==> src/design/ctrs_pkg.sv <==
// Shared types and codes for the cooperative task release scheduler.
`timescale 1ns / 1ps

package ctrs_pkg;

	localparam int NUM_SLOTS_DEF = 8;

	localparam logic [1:0] OP_TICK     = 2'd0;
	localparam logic [1:0] OP_ADD      = 2'd1;
	localparam logic [1:0] OP_DELETE   = 2'd2;
	localparam logic [1:0] OP_DISPATCH = 2'd3;

	localparam logic [1:0] KIND_RUN   = 2'd0;
	localparam logic [1:0] KIND_ADDED = 2'd1;
	localparam logic [1:0] KIND_FULL  = 2'd2;

	typedef struct packed {
		logic [1:0]  op;
		logic [7:0]  handle;
		logic [15:0] delay;
		logic [15:0] period;
		logic [2:0]  slot;
		logic        del_ok;
	} item_t;

	typedef struct packed {
		logic [7:0]  handle;
		logic [15:0] count;
		logic [15:0] period;
		logic [15:0] pending;
	} entry_t;

	localparam int ENTRY_W = $bits(entry_t);

endpackage

==> src/design/cooperative_task_release_scheduler.sv <==
// Top level of the cooperative task release scheduler.
//
// Channel   Dir  Handshake          Payload
// s_*       in   s_tvalid/s_tready  s_tdata: action, task_handle, first_delay, period, slot
// m_*       out  m_tvalid/m_tready  m_tuser: kind; m_tdata: slot_index, run_handle; m_tlast
//
// Add and delete are done in the executor's idle state. Tick and dispatch walk the slot table
// through the slot RAM read port, one slot per cycle unless the result channel stalls the walk.
// A two-entry queue lets new items be accepted while a walk is running.
// Reset empties the table by clearing the used marks; the RAM needs no clearing pass.
// A stalled result channel holds the walk at the slot that has a result to give.
`timescale 1ns / 1ps

module cooperative_task_release_scheduler #(
	parameter int NUM_SLOTS = ctrs_pkg::NUM_SLOTS_DEF
) (
	input  logic        clk,
	input  logic        arst_n,
	input  logic        s_tvalid,
	output logic        s_tready,
	input  logic [47:0] s_tdata,  // action[1:0], task_handle[9:2], first_delay[25:10],
	                              // period[41:26], slot[44:42], zero[47:45]
	output logic        m_tvalid,
	input  logic        m_tready,
	output logic [15:0] m_tdata,  // slot_index[2:0], run_handle[10:3], zero[15:11]
	output logic [1:0]  m_tuser,  // kind[1:0]
	output logic        m_tlast
);

	localparam int SW = (NUM_SLOTS > 1) ? $clog2(NUM_SLOTS) : 1;

	logic             q_valid;
	logic             q_pop;
	ctrs_pkg::item_t  q_item;
	logic             ram_we;
	logic             ram_re;
	logic [SW-1:0]    ram_waddr;
	logic [SW-1:0]    ram_raddr;
	ctrs_pkg::entry_t ram_wdata;
	ctrs_pkg::entry_t ram_rdata;

	ctrs_front #(
		.NUM_SLOTS(NUM_SLOTS)
	) u_front (
		.clk     (clk),
		.arst_n  (arst_n),
		.s_tvalid(s_tvalid),
		.s_tready(s_tready),
		.s_tdata (s_tdata),
		.q_valid (q_valid),
		.q_item  (q_item),
		.q_pop   (q_pop)
	);

	ctrs_ram #(
		.WIDTH(ctrs_pkg::ENTRY_W),
		.DEPTH(NUM_SLOTS)
	) u_ram (
		.clk  (clk),
		.we   (ram_we),
		.waddr(ram_waddr),
		.wdata(ram_wdata),
		.re   (ram_re),
		.raddr(ram_raddr),
		.rdata(ram_rdata)
	);

	ctrs_back #(
		.NUM_SLOTS(NUM_SLOTS)
	) u_back (
		.clk      (clk),
		.arst_n   (arst_n),
		.q_valid  (q_valid),
		.q_item   (q_item),
		.q_pop    (q_pop),
		.ram_we   (ram_we),
		.ram_waddr(ram_waddr),
		.ram_wdata(ram_wdata),
		.ram_re   (ram_re),
		.ram_raddr(ram_raddr),
		.ram_rdata(ram_rdata),
		.m_tvalid (m_tvalid),
		.m_tready (m_tready),
		.m_tdata  (m_tdata),
		.m_tuser  (m_tuser),
		.m_tlast  (m_tlast)
	);

endmodule

==> src/design/ctrs_ram.sv <==
// Generic single write port, single read port RAM with registered read data.
`timescale 1ns / 1ps

module ctrs_ram #(
	parameter int WIDTH = 8,
	parameter int DEPTH = 8
) (
	input  logic                                    clk,
	input  logic                                    we,
	input  logic [((DEPTH > 1) ? $clog2(DEPTH) : 1)-1:0] waddr,
	input  logic [WIDTH-1:0]                        wdata,
	input  logic                                    re,
	input  logic [((DEPTH > 1) ? $clog2(DEPTH) : 1)-1:0] raddr,
	output logic [WIDTH-1:0]                        rdata
);

	logic [WIDTH-1:0] mem_q [DEPTH];
	logic [WIDTH-1:0] rdata_q;

	always_ff @(posedge clk) begin
		if (we) begin
			mem_q[waddr] <= wdata;
		end
		if (re) begin
			rdata_q <= mem_q[raddr];
		end
	end

	assign rdata = rdata_q;

endmodule

==> src/design/ctrs_front.sv <==
// Input side: decodes each item and keeps it in a two-entry queue for the walker.
`timescale 1ns / 1ps

module ctrs_front #(
	parameter int NUM_SLOTS = ctrs_pkg::NUM_SLOTS_DEF
) (
	input  logic                clk,
	input  logic                arst_n,
	input  logic                s_tvalid,
	output logic                s_tready,
	input  logic [47:0]         s_tdata,
	output logic                q_valid,
	output ctrs_pkg::item_t     q_item,
	input  logic                q_pop
);

	ctrs_pkg::item_t slot_q [2];
	ctrs_pkg::item_t dec;
	logic            wr_ptr_q;
	logic            rd_ptr_q;
	logic [1:0]      cnt_q;
	logic            push;

	always_comb begin
		dec.op     = s_tdata[1:0];
		dec.handle = s_tdata[9:2];
		dec.delay  = s_tdata[25:10];
		dec.period = s_tdata[41:26];
		dec.slot   = s_tdata[44:42];
		dec.del_ok = (32'(s_tdata[44:42]) < NUM_SLOTS);
	end

	assign s_tready = (cnt_q != 2'd2);
	assign push     = s_tvalid && s_tready;
	assign q_valid  = (cnt_q != 2'd0);
	assign q_item   = slot_q[rd_ptr_q];

	always_ff @(posedge clk) begin
		if (push) begin
			slot_q[wr_ptr_q] <= dec;
		end
	end

	always_ff @(posedge clk or negedge arst_n) begin
		if (!arst_n) begin
			wr_ptr_q <= 1'b0;
			rd_ptr_q <= 1'b0;
			cnt_q    <= 2'd0;
		end else begin
			if (push) begin
				wr_ptr_q <= ~wr_ptr_q;
			end
			if (q_pop) begin
				rd_ptr_q <= ~rd_ptr_q;
			end
			cnt_q <= cnt_q + 2'(push) - 2'(q_pop);
		end
	end

endmodule

==> src/design/ctrs_back.sv <==
// Execution side: slot table walker for tick and dispatch, add and delete, result register.
`timescale 1ns / 1ps

module ctrs_back #(
	parameter int NUM_SLOTS = ctrs_pkg::NUM_SLOTS_DEF,
	localparam int SW = (NUM_SLOTS > 1) ? $clog2(NUM_SLOTS) : 1
) (
	input  logic                          clk,
	input  logic                          arst_n,
	input  logic                          q_valid,
	input  ctrs_pkg::item_t               q_item,
	output logic                          q_pop,
	output logic                          ram_we,
	output logic [SW-1:0]                 ram_waddr,
	output ctrs_pkg::entry_t              ram_wdata,
	output logic                          ram_re,
	output logic [SW-1:0]                 ram_raddr,
	input  ctrs_pkg::entry_t              ram_rdata,
	output logic                          m_tvalid,
	input  logic                          m_tready,
	output logic [15:0]                   m_tdata,
	output logic [1:0]                    m_tuser,
	output logic                          m_tlast
);

	localparam logic [1:0] ST_IDLE  = 2'd0;
	localparam logic [1:0] ST_WALK  = 2'd1;
	localparam logic [1:0] ST_FLUSH = 2'd2;

	logic [1:0]           state_q, state_d;
	logic [NUM_SLOTS-1:0] used_q, used_d;
	logic [SW-1:0]        idx_q, idx_d;
	logic                 tick_q, tick_d;
	logic                 hold_v_q, hold_v_d;
	logic [SW-1:0]        hold_idx_q, hold_idx_d;
	logic [7:0]           hold_h_q, hold_h_d;
	logic                 out_v_q;
	logic [1:0]           out_kind_q, out_kind_d;
	logic [2:0]           out_idx_q, out_idx_d;
	logic [7:0]           out_h_q, out_h_d;
	logic                 out_last_q, out_last_d;
	logic                 load_out;
	logic                 out_free;
	logic                 free_found;
	logic [SW-1:0]        free_idx;
	logic                 is_last_slot;
	logic                 cur_used;
	logic [15:0]          cnt_upd;
	logic [15:0]          pend_upd;
	logic                 emit;
	logic [SW-1:0]        del_idx;

	assign out_free     = !out_v_q || m_tready;
	assign is_last_slot = (idx_q == SW'(NUM_SLOTS - 1));
	assign cur_used     = used_q[idx_q];
	assign del_idx      = SW'(q_item.slot);

	always_comb begin
		free_found = 1'b0;
		free_idx   = '0;
		for (int i = NUM_SLOTS - 1; i >= 0; i--) begin
			if (!used_q[i]) begin
				free_found = 1'b1;
				free_idx   = SW'(i);
			end
		end
	end

	always_comb begin
		cnt_upd  = ram_rdata.count;
		pend_upd = ram_rdata.pending;
		if (tick_q) begin
			if (ram_rdata.count == 16'd0) begin
				cnt_upd = ram_rdata.period - 16'd1;
				if (ram_rdata.pending != 16'hFFFF) begin
					pend_upd = ram_rdata.pending + 16'd1;
				end
			end else begin
				cnt_upd = ram_rdata.count - 16'd1;
			end
		end
		emit = cur_used && (pend_upd != 16'd0);
	end

	always_comb begin
		state_d    = state_q;
		used_d     = used_q;
		idx_d      = idx_q;
		tick_d     = tick_q;
		hold_v_d   = hold_v_q;
		hold_idx_d = hold_idx_q;
		hold_h_d   = hold_h_q;
		load_out   = 1'b0;
		out_kind_d = out_kind_q;
		out_idx_d  = out_idx_q;
		out_h_d    = out_h_q;
		out_last_d = out_last_q;
		q_pop      = 1'b0;
		ram_we     = 1'b0;
		ram_waddr  = idx_q;
		ram_wdata  = '{handle: ram_rdata.handle, count: cnt_upd, period: ram_rdata.period,
			pending: emit ? pend_upd - 16'd1 : pend_upd};
		ram_re     = 1'b0;
		ram_raddr  = '0;
		case (state_q)
			ST_IDLE: begin
				if (q_valid) begin
					case (q_item.op)
						ctrs_pkg::OP_ADD: begin
							if (out_free) begin
								q_pop      = 1'b1;
								load_out   = 1'b1;
								out_last_d = 1'b1;
								if (free_found) begin
									used_d[free_idx] = 1'b1;
									ram_we     = 1'b1;
									ram_waddr  = free_idx;
									ram_wdata  = '{handle: q_item.handle, count: q_item.delay,
										period: q_item.period, pending: 16'd0};
									out_kind_d = ctrs_pkg::KIND_ADDED;
									out_idx_d  = 3'(free_idx);
									out_h_d    = q_item.handle;
								end else begin
									out_kind_d = ctrs_pkg::KIND_FULL;
									out_idx_d  = 3'd0;
									out_h_d    = 8'd0;
								end
							end
						end
						ctrs_pkg::OP_DELETE: begin
							q_pop = 1'b1;
							if (q_item.del_ok) begin
								used_d[del_idx] = 1'b0;
							end
						end
						default: begin
							q_pop     = 1'b1;
							tick_d    = (q_item.op == ctrs_pkg::OP_TICK);
							idx_d     = '0;
							hold_v_d  = 1'b0;
							ram_re    = 1'b1;
							ram_raddr = '0;
							state_d   = ST_WALK;
						end
					endcase
				end
			end
			ST_WALK: begin
				if (!(emit && hold_v_q && !out_free)) begin
					ram_we = cur_used;
					if (emit) begin
						if (hold_v_q) begin
							load_out   = 1'b1;
							out_kind_d = ctrs_pkg::KIND_RUN;
							out_idx_d  = 3'(hold_idx_q);
							out_h_d    = hold_h_q;
							out_last_d = 1'b0;
						end
						hold_v_d   = 1'b1;
						hold_idx_d = idx_q;
						hold_h_d   = ram_rdata.handle;
					end
					if (is_last_slot) begin
						state_d = ST_FLUSH;
					end else begin
						idx_d     = idx_q + SW'(1);
						ram_re    = 1'b1;
						ram_raddr = idx_q + SW'(1);
					end
				end
			end
			ST_FLUSH: begin
				if (!hold_v_q) begin
					state_d = ST_IDLE;
				end else if (out_free) begin
					load_out   = 1'b1;
					out_kind_d = ctrs_pkg::KIND_RUN;
					out_idx_d  = 3'(hold_idx_q);
					out_h_d    = hold_h_q;
					out_last_d = 1'b1;
					hold_v_d   = 1'b0;
					state_d    = ST_IDLE;
				end
			end
			default: begin
				state_d = ST_IDLE;
			end
		endcase
	end

	always_ff @(posedge clk or negedge arst_n) begin
		if (!arst_n) begin
			state_q  <= ST_IDLE;
			used_q   <= '0;
			idx_q    <= '0;
			tick_q   <= 1'b0;
			hold_v_q <= 1'b0;
			out_v_q  <= 1'b0;
		end else begin
			state_q  <= state_d;
			used_q   <= used_d;
			idx_q    <= idx_d;
			tick_q   <= tick_d;
			hold_v_q <= hold_v_d;
			if (load_out) begin
				out_v_q <= 1'b1;
			end else if (m_tready) begin
				out_v_q <= 1'b0;
			end
		end
	end

	always_ff @(posedge clk) begin
		hold_idx_q <= hold_idx_d;
		hold_h_q   <= hold_h_d;
		out_kind_q <= out_kind_d;
		out_idx_q  <= out_idx_d;
		out_h_q    <= out_h_d;
		out_last_q <= out_last_d;
	end

	assign m_tvalid = out_v_q;
	assign m_tuser  = out_kind_q;
	assign m_tdata  = {5'd0, out_h_q, out_idx_q};
	assign m_tlast  = out_last_q;

`ifndef ASSERT_OFF
	a_hold_only_in_walk: assert property (@(posedge clk) disable iff (!arst_n)
		hold_v_q |-> (state_q == ST_WALK || state_q == ST_FLUSH))
		else $error("held run result outside a table walk");
	a_idx_in_range: assert property (@(posedge clk) disable iff (!arst_n)
		state_q == ST_WALK |-> idx_q <= SW'(NUM_SLOTS - 1))
		else $error("walk index beyond the table");
	a_write_used_slot: assert property (@(posedge clk) disable iff (!arst_n)
		(ram_we && state_q == ST_WALK) |-> used_q[idx_q])
		else $error("walk wrote back an unused slot");
	a_no_overwrite: assert property (@(posedge clk) disable iff (!arst_n)
		load_out |-> out_free)
		else $error("result register overwritten before it was taken");
	a_flush_ends: assert property (@(posedge clk) disable iff (!arst_n)
		(state_q == ST_FLUSH && !hold_v_q) |=> state_q == ST_IDLE)
		else $error("walk did not return to idle");
`endif

endmodule

==> config.mk <==
export PLATFORM = sky130hd
export DESIGN_NAME = cooperative_task_release_scheduler
export DESIGN_NICKNAME = d
export VERILOG_FILES = /design/src/design/ctrs_pkg.sv /design/src/design/cooperative_task_release_scheduler.sv /design/src/design/ctrs_ram.sv /design/src/design/ctrs_front.sv /design/src/design/ctrs_back.sv
export SDC_FILE = /design/constraint.sdc
export NUM_CORES = 1
export LEC_CHECK = 0
export BUFFER_PORTS_ARGS = -buffer_cell sky130_fd_sc_hd__buf_2
export CAP_MARGIN = 30
export CORE_MARGIN = 2
export CORE_UTILIZATION = 57
export CTS_CLUSTER_DIAMETER = 30
export DETAILED_ROUTE_END_ITERATION = 16
export GPL_ROUTABILITY_DRIVEN = 0
export PLACE_DENSITY = 0.75
export SYNTH_ARGS = -nofsm -noshare
export SYNTH_HDL_FRONTEND = slang
export SYNTH_SLANG_ARGS = --single-unit
==> constraint.sdc <==
create_clock -name clk -period 7.39 [get_ports clk]
set_clock_uncertainty 0.2 [all_clocks]
set_input_delay 0.3695 -clock clk [delete_from_list [all_inputs] [get_ports clk]]
set_output_delay 0.3695 -clock clk [all_outputs]
set_load 0.01 [all_outputs]
==> results of run 1 <==
[layout make-up]
class	count	share of cell area [%]
Sequential cell	639	58.9
Multi-Input combinational cell	1088	23.3
Clock buffer	122	8.70
Timing Repair Buffer	156	3.71
Clock inverter	82	2.77
Tap cell	615	2.38
Inverter	14	0.162
[worst max-delay path, cell delays in order (launching register included)]
cell and delay, ps:
edfxtp_1 460, or4b_1 780, a211oi_1 860, xnor2_1 240, ha_1 240, o2111ai_1 120, nor4_1 180, o21bai_1 200
nand4_2 190, o31ai_4 700, buf_4 870, or3_1 220, o211ai_1 80, a311o_1 430
[cell usage after synthesis (20+ instances only)]
cell type,instances,area (µm²)
edfxtp_1,619,18600
nor2_1,65,244
o221ai_2,49,736
o2111ai_1,56,490
nand2_1,157,589
a21oi_1,85,425
a211oi_1,60,450
nor2b_1,63,394
mux2i_1,50,500
clkbuf_1,108,405
dfrtp_1,20,500
o21ai_0,58,290
o22ai_1,169,1060
[report_power, final]
group | total [mW] | internal, mW | switching (mW)
Combinational | 5.54 | 1.67 | 3.87
Clock | 5.01 | 3.20 | 1.81
Sequential | 6.65 | 5.99 | 0.655
[metal layers]
metal  vias up  wire length (µm)
met5         -                 0
met4         0              1990
met3       167              5380
met2       984             34400
met1      9017             26900
li1       7898                 -
[worst max path at each step]
stage | cells past startpoint | from | end | slack [ps]
after floorplan | 14 | u_ram.rdata[40]$_DFFE_PP_ | u_ram.rdata[0]$_DFFE_PP_ | 790
after global placement | 13 | u_ram.rdata[33]$_DFFE_PP_ | u_ram.mem_q[5][5]$_DFFE_PP_ | 1500
after detailed placement | 13 | u_ram.rdata[33]$_DFFE_PP_ | u_ram.mem_q[4][21]$_DFFE_PP_ | 1390
after CTS | 13 | u_ram.rdata[33]$_DFFE_PP_ | u_ram.mem_q[4][23]$_DFFE_PP_ | 1360
after global routing | 13 | u_ram.rdata[33]$_DFFE_PP_ | u_ram.mem_q[7][5]$_DFFE_PP_ | 920
final | 13 | u_ram.rdata[33]$_DFFE_PP_ | u_ram.mem_q[1][5]$_DFFE_PP_ | 1250
[repair_timing]
item,4_1_cts,5_1_grt
hold buffers,48,0
endpoints found under the setup margin,0,0
resized for setup,0,0
endpoints found under the hold margin,114,0
[state kept, by name (all words and copies together) (netlist names)]
signal and flops:
u_back.hold_h_q 8, u_back.hold_idx_q 3, u_back.hold_v_q 1, u_back.idx_q 3
u_back.m_tlast 1, u_back.m_tuser 2, u_back.m_tvalid 1, u_back.out_h_q 8
u_back.out_idx_q 3, u_back.state_q 2, u_back.tick_q 1, u_back.used_q 8
u_front.cnt_q 2, u_front.rd_ptr_q 1, u_front.slot_q 90, u_front.wr_ptr_q 1
u_ram.mem_q 448, u_ram.rdata 56
[kinds of logic after synthesis]
logic type,after synthesis
AO/OA/AOI/OAI,580
XOR/XNOR,29
adder cells (fa/ha/maj),14
buffers and inverters,165
flip-flops,639
multiplexers,59
other,1
AND/OR/NAND/NOR,401
[through the flow]
step	cells	utilization [%]	area, µm²	power [mW]	setup slack [ps]
finish	2716	68.3	32400	17.2	1250
floorplan	1892	-	27300	10.3	786
detailed placement	2462	59.4	28200	12.0	1390
global route	2716	68.3	32400	17.9	923
global placement	2460	59.3	28100	11.8	1500
CTS	2714	68.2	32400	17.1	1360
==> impl_metrics.json, run 1 <==
{
  "status": "completed",
  "timing.rr.end": "u_ram.mem_q[1][5]$_DFFE_PP_",
  "synth.avg_cell_area_um2": 14.4,
  "die_area_mm2": 0.0496,
  "final-hold-violation-count": 0,
  "critPathLaunchType": "flop",
  "cp_data_arrival_time_ps": 6280,
  "synth-edff-count": 619,
  "ys_types": 81,
  "fp.coreArea_mm2": 0.0474,
  "synthCells": 1888,
  "vias_per_cell": 6.65,
  "register_area_mm2": 0.0191,
  "ys_seq_area_share_pct": 70.1,
  "overflow": 0,
  "fin_nets": 2076,
  "setup_viol": 0,
  "syn-cell-area_mm2": 0.0272,
  "cp.required_ps": 7530,
  "layout_commonest_cell": "edfxtp_1",
  "maxSlewViolCount": 0,
  "cts_max_level": 3,
  "slew_headroom_pct": 25.8,
  "yosys-mux-area-fraction_pct": 2.33,
  "cts_tree": "done",
  "postSynth.asyncResetShare_pct": 3.13,
  "grt_max_degree": 81,
  "synth_compound_area_share_pct": 15.9,
  "start_util_pct": 57.4,
  "endpoint_kind": "flop",
  "cts-buffers-inserted": 111,
  "insertion_delay_ps": 660,
  "path_max_fanout": 60,
  "r2r_slack_ps": 1250,
  "r2r_start": "u_ram.rdata[33]$_DFFE_PP_",
  "power_density_mw_per_mm2": 531,
  "yosys_warnings": 0,
  "worstHoldPathType": "in -> async",
  "grt_setup_unrepaired": "no",
  "drt_first_pass_iters": 6,
  "synthAdderAreaFrac_pct": 0.643,
  "grt_first_pass_wirelength_um": 105000,
  "synth_flop_cell": "edfxtp_1",
  "synth_xor_area_share_pct": 0.932,
  "root_buffer": "clkbuf_16",
  "antennaDiodeCount": 0,
  "top_usage_layer": "met2",
  "ios": 73,
  "postCtsSetupRepairBufs": 0,
  "grt_util_met3_pct": 4.84,
  "drv_cap": 0,
  "port_buffers": 64,
  "cts_buffer_depth": 3,
  "rows": 80,
  "ir_drop_v": 0.000356,
  "num-fill-cells": 3053,
  "grt_pass1_vias": 18246,
  "worst_hold_slack_ps": 20.1,
  "ys_seq_elements": 639,
  "clock_sinks": 639,
  "ant_nets": 0,
  "drive_gt1_share_pct": 18.8,
  "track_usage_pct": 27.5,
  "critical_path_class": "reg -> reg",
  "mostFrequentLayoutCells": "edfxtp_1, o22ai_1, nand2_1",
  "setup_tns_ps": 0,
  "drt_iter0_markers": 2175,
  "rr_worst_depth": 13,
  "grtUsageMet2_pct": 46.2,
  "multi_input_area_mm2": 0.00756,
  "synth_top_family_by_area": "compound AO/OA/AOI/OAI gates",
  "clk_pin_slew_ps": 50,
  "use_met1_pct": 36.2,
  "p_leak_nw": 10.9,
  "drc": 0,
  "hpwl_um": 35700,
  "wl_per_cell_um": 25.3,
  "wl_um": 68700,
  "fmax_mhz": 163,
  "syn_to_final_growth_pct": 18.9,
  "tightest_slew_ps": 1100,
  "period_needed_ps": 6140,
  "synth_simple_gate_area_share_pct": 7.40,
  "die_h_um": 223,
  "timing.final.crit_share_pct": 83.1,
  "die_x_um": 223,
  "vias": 18066,
  "antenna_found_initial": 0
}
(Power assumes the default switching activity.)
==> run 2, diff against run 1 <==
- clock period: 7.39 -> 5.9 ns (I/O delays scaled with it)
==> run 2 against run 1 <==
Fmax increased by 13%. Global-route usage about the same. Routed wire length shrank 0.35%. Critical path depth grew 2. Highest routed layer unchanged.
==> impl_metrics.json, run 2 (same netlist as run 1, synthesis figures left out) <==
{
  "r2r_start": "u_ram.rdata[0]$_DFFE_PP_",
  "critPathLaunchType": "flop",
  "fmax_mhz": 185,
  "critPathBufInv": 1,
  "antenna_found_initial": 0,
  "p_seq_share_pct": 38.2,
  "cp.required_ps": 6030,
  "syn_to_final_growth_pct": 19.7,
  "hpwl_um": 35500,
  "min_path_cells": 2,
  "clock_sinks": 639,
  "start_util_pct": 57.4,
  "postCtsResizedCells": 0,
  "cts_tree": "done",
  "crit_family": "simple AND/OR/NAND/NOR gates",
  "critical_path_class": "reg -> reg",
  "switching_share_pct": 36.8,
  "drv_cap": 0,
  "drt_first_pass_iters": 6,
  "period_needed_ps": 5420,
  "timing.final.crit_share_pct": 91.8,
  "regMostFlops": "u_ram.mem_q",
  "clk_pin_slew_ps": 50,
  "setup_tns_ps": 0,
  "r2r_slack_ps": 480,
  "drc": 0,
  "overflow": 0,
  "num-fill-cells": 3106,
  "rr_worst_depth": 15,
  "cp_data_arrival_time_ps": 5540,
  "ant_nets": 0,
  "cpMostUsedCell": "ha_1",
  "maxSlewViolCount": 0,
  "timing.rr.end": "u_ram.mem_q[2][24]$_DFFE_PP_",
  "mostFrequentLayoutCells": "edfxtp_1, o22ai_1, nand2_1",
  "rows": 80,
  "multi_input_area_mm2": 0.00755,
  "die_area_mm2": 0.0496,
  "clockPowerShare_pct": 29.0,
  "min-delay-start": "s_tdata[22]",
  "port_buffers": 64,
  "power_density_mw_per_mm2": 664,
  "fp.coreArea_mm2": 0.0474,
  "cpPeakStageDelay_ps": 510,
  "endpoint_kind": "flop",
  "grt_setup_unrepaired": "no",
  "path_cells": "ha_1, nand2_1, nor3_2, a211o_1, mux2i_1, ha_1, o2111ai_1, nor4_1, o21bai_1, nand4_2, or3_1, a21oi_1, a22oi_1, nor2_4, buf_12",
  "crit_slowest_cell": "edfxtp_1",
  "vias_per_cell": 6.64,
  "layout_commonest_cell": "edfxtp_1",
  "tightest_slew_ps": 1100,
  "cts_max_level": 3,
  "status": "completed",
  "wl_um": 68400,
  "path_max_fanout": 39,
  "die_x_um": 223,
  "p_leak_nw": 10.9,
  "worstHoldPathType": "in -> reg",
  "grt_first_pass_wirelength_um": 104000,
  "grt_pass1_vias": 18224,
  "largest_reg_flops": 448,
  "fin_nets": 2079,
  "intPower_mw": 13.7,
  "register_area_mm2": 0.0191,
  "cts-buffers-inserted": 113,
  "switchingPower_mw": 7.97,
  "ir_drop_v": 0.000384,
  "comb_power_share_pct": 32.7,
  "final-hold-violation-count": 0,
  "postCtsSetupRepairBufs": 0,
  "root_buffer": "clkbuf_16",
  "hold_path_end": "u_front.slot_q[1][31]$_DFFE_PP_",
  "wl_per_cell_um": 25.1,
  "ios": 73,
  "final_util_pct": 68.7,
  "die_h_um": 223,
  "slew_headroom_pct": 25.9,
  "drt_iter0_markers": 2283,
  "antennaDiodeCount": 0,
  "track_usage_pct": 27.5,
  "vias": 18095,
  "cts_buffer_depth": 3,
  "setup_viol": 0,
  "insertion_delay_ps": 670,
  "drive_gt1_share_pct": 19.1,
  "grt_max_degree": 92
}
run 2: timing repair:
item                                    4_1_cts  5_1_grt
hold buffers                                 49        0
endpoints found under the setup margin        0        0
hold endpoints to repair                    114        0
run 2: worst max path at each step:
stage,from,to,slack (ps),cells past startpoint
final,u_ram.rdata[0]$_DFFE_PP_,u_ram.mem_q[2][24]$_DFFE_PP_,480,15
after detailed placement,u_ram.rdata[0]$_DFFE_PP_,u_ram.mem_q[2][21]$_DFFE_PP_,620,15
after floorplan,u_ram.rdata[40]$_DFFE_PP_,u_ram.mem_q[3][0]$_DFFE_PP_,-600,15
after global routing,u_ram.rdata[0]$_DFFE_PP_,u_ram.mem_q[2][24]$_DFFE_PP_,200,15
after global placement,u_ram.rdata[0]$_DFFE_PP_,u_ram.mem_q[2][21]$_DFFE_PP_,780,15
after CTS,u_ram.rdata[0]$_DFFE_PP_,u_ram.mem_q[2][24]$_DFFE_PP_,570,15
run 2: power by group through the flow:
| stage | Sequential (mW) | Combinational, mW | Clock [mW] |
|---|---|---|---|
| 2_1_floorplan | 8.08 | 4.76 | 0 |
| 3_3_place_gp | 8.22 | 6.66 | 0 |
| 3_5_place_dp | 8.31 | 6.91 | 0 |
| 4_1_cts | 8.25 | 7.01 | 6.34 |
| 5_1_grt | 8.38 | 7.65 | 6.56 |
| 6_report | 8.28 | 7.09 | 6.29 |
run 2: stage by stage:
step	area, µm²	worst slack [ps]	hold WS (ps)	power, mW	std cells
after floorplan	27300	-598	-201	12.8	1892
after global placement	28300	778	71.3	14.9	2462
after detailed placement	28300	625	78.9	15.2	2463
after CTS	32600	568	114	21.6	2726
after global routing	32600	205	123	22.6	2727
final	32600	485	152	21.7	2727
run 2: worst reg2reg max path, stage by stage, from the launching register on:
cell and delay (ps):
edfxtp_1 510, ha_1 470, nand2_1 190, nor3_2 390
a211o_1 290, mux2i_1 270, ha_1 220, o2111ai_1 110
nor4_1 190, o21bai_1 210, nand4_2 190, or3_1 500
a21oi_1 230, a22oi_1 290, nor2_4 440, buf_12 340
run 2: final cells by class:
| class | count | area share, % |
|---|---|---|
| flip-flops and latches | 639 | 58.6 |
| multi-input cells | 1088 | 23.2 |
| clock buffers | 126 | 8.89 |
| repair buffers | 157 | 4.12 |
| clock inverters | 88 | 2.72 |
| well taps | 615 | 2.36 |
| inverters | 14 | 0.161 |
run 2: metal layers:
layer / wire length (µm) / track usage, % / part of all wire, %
met1: 26400 / 35.7 / 39
met2: 33900 / 45.8 / 50
met3: 5910 / 5.24 / 8.6
met4: 2170 / 12.0 / 3.2
met5: 0 / 0 / 0
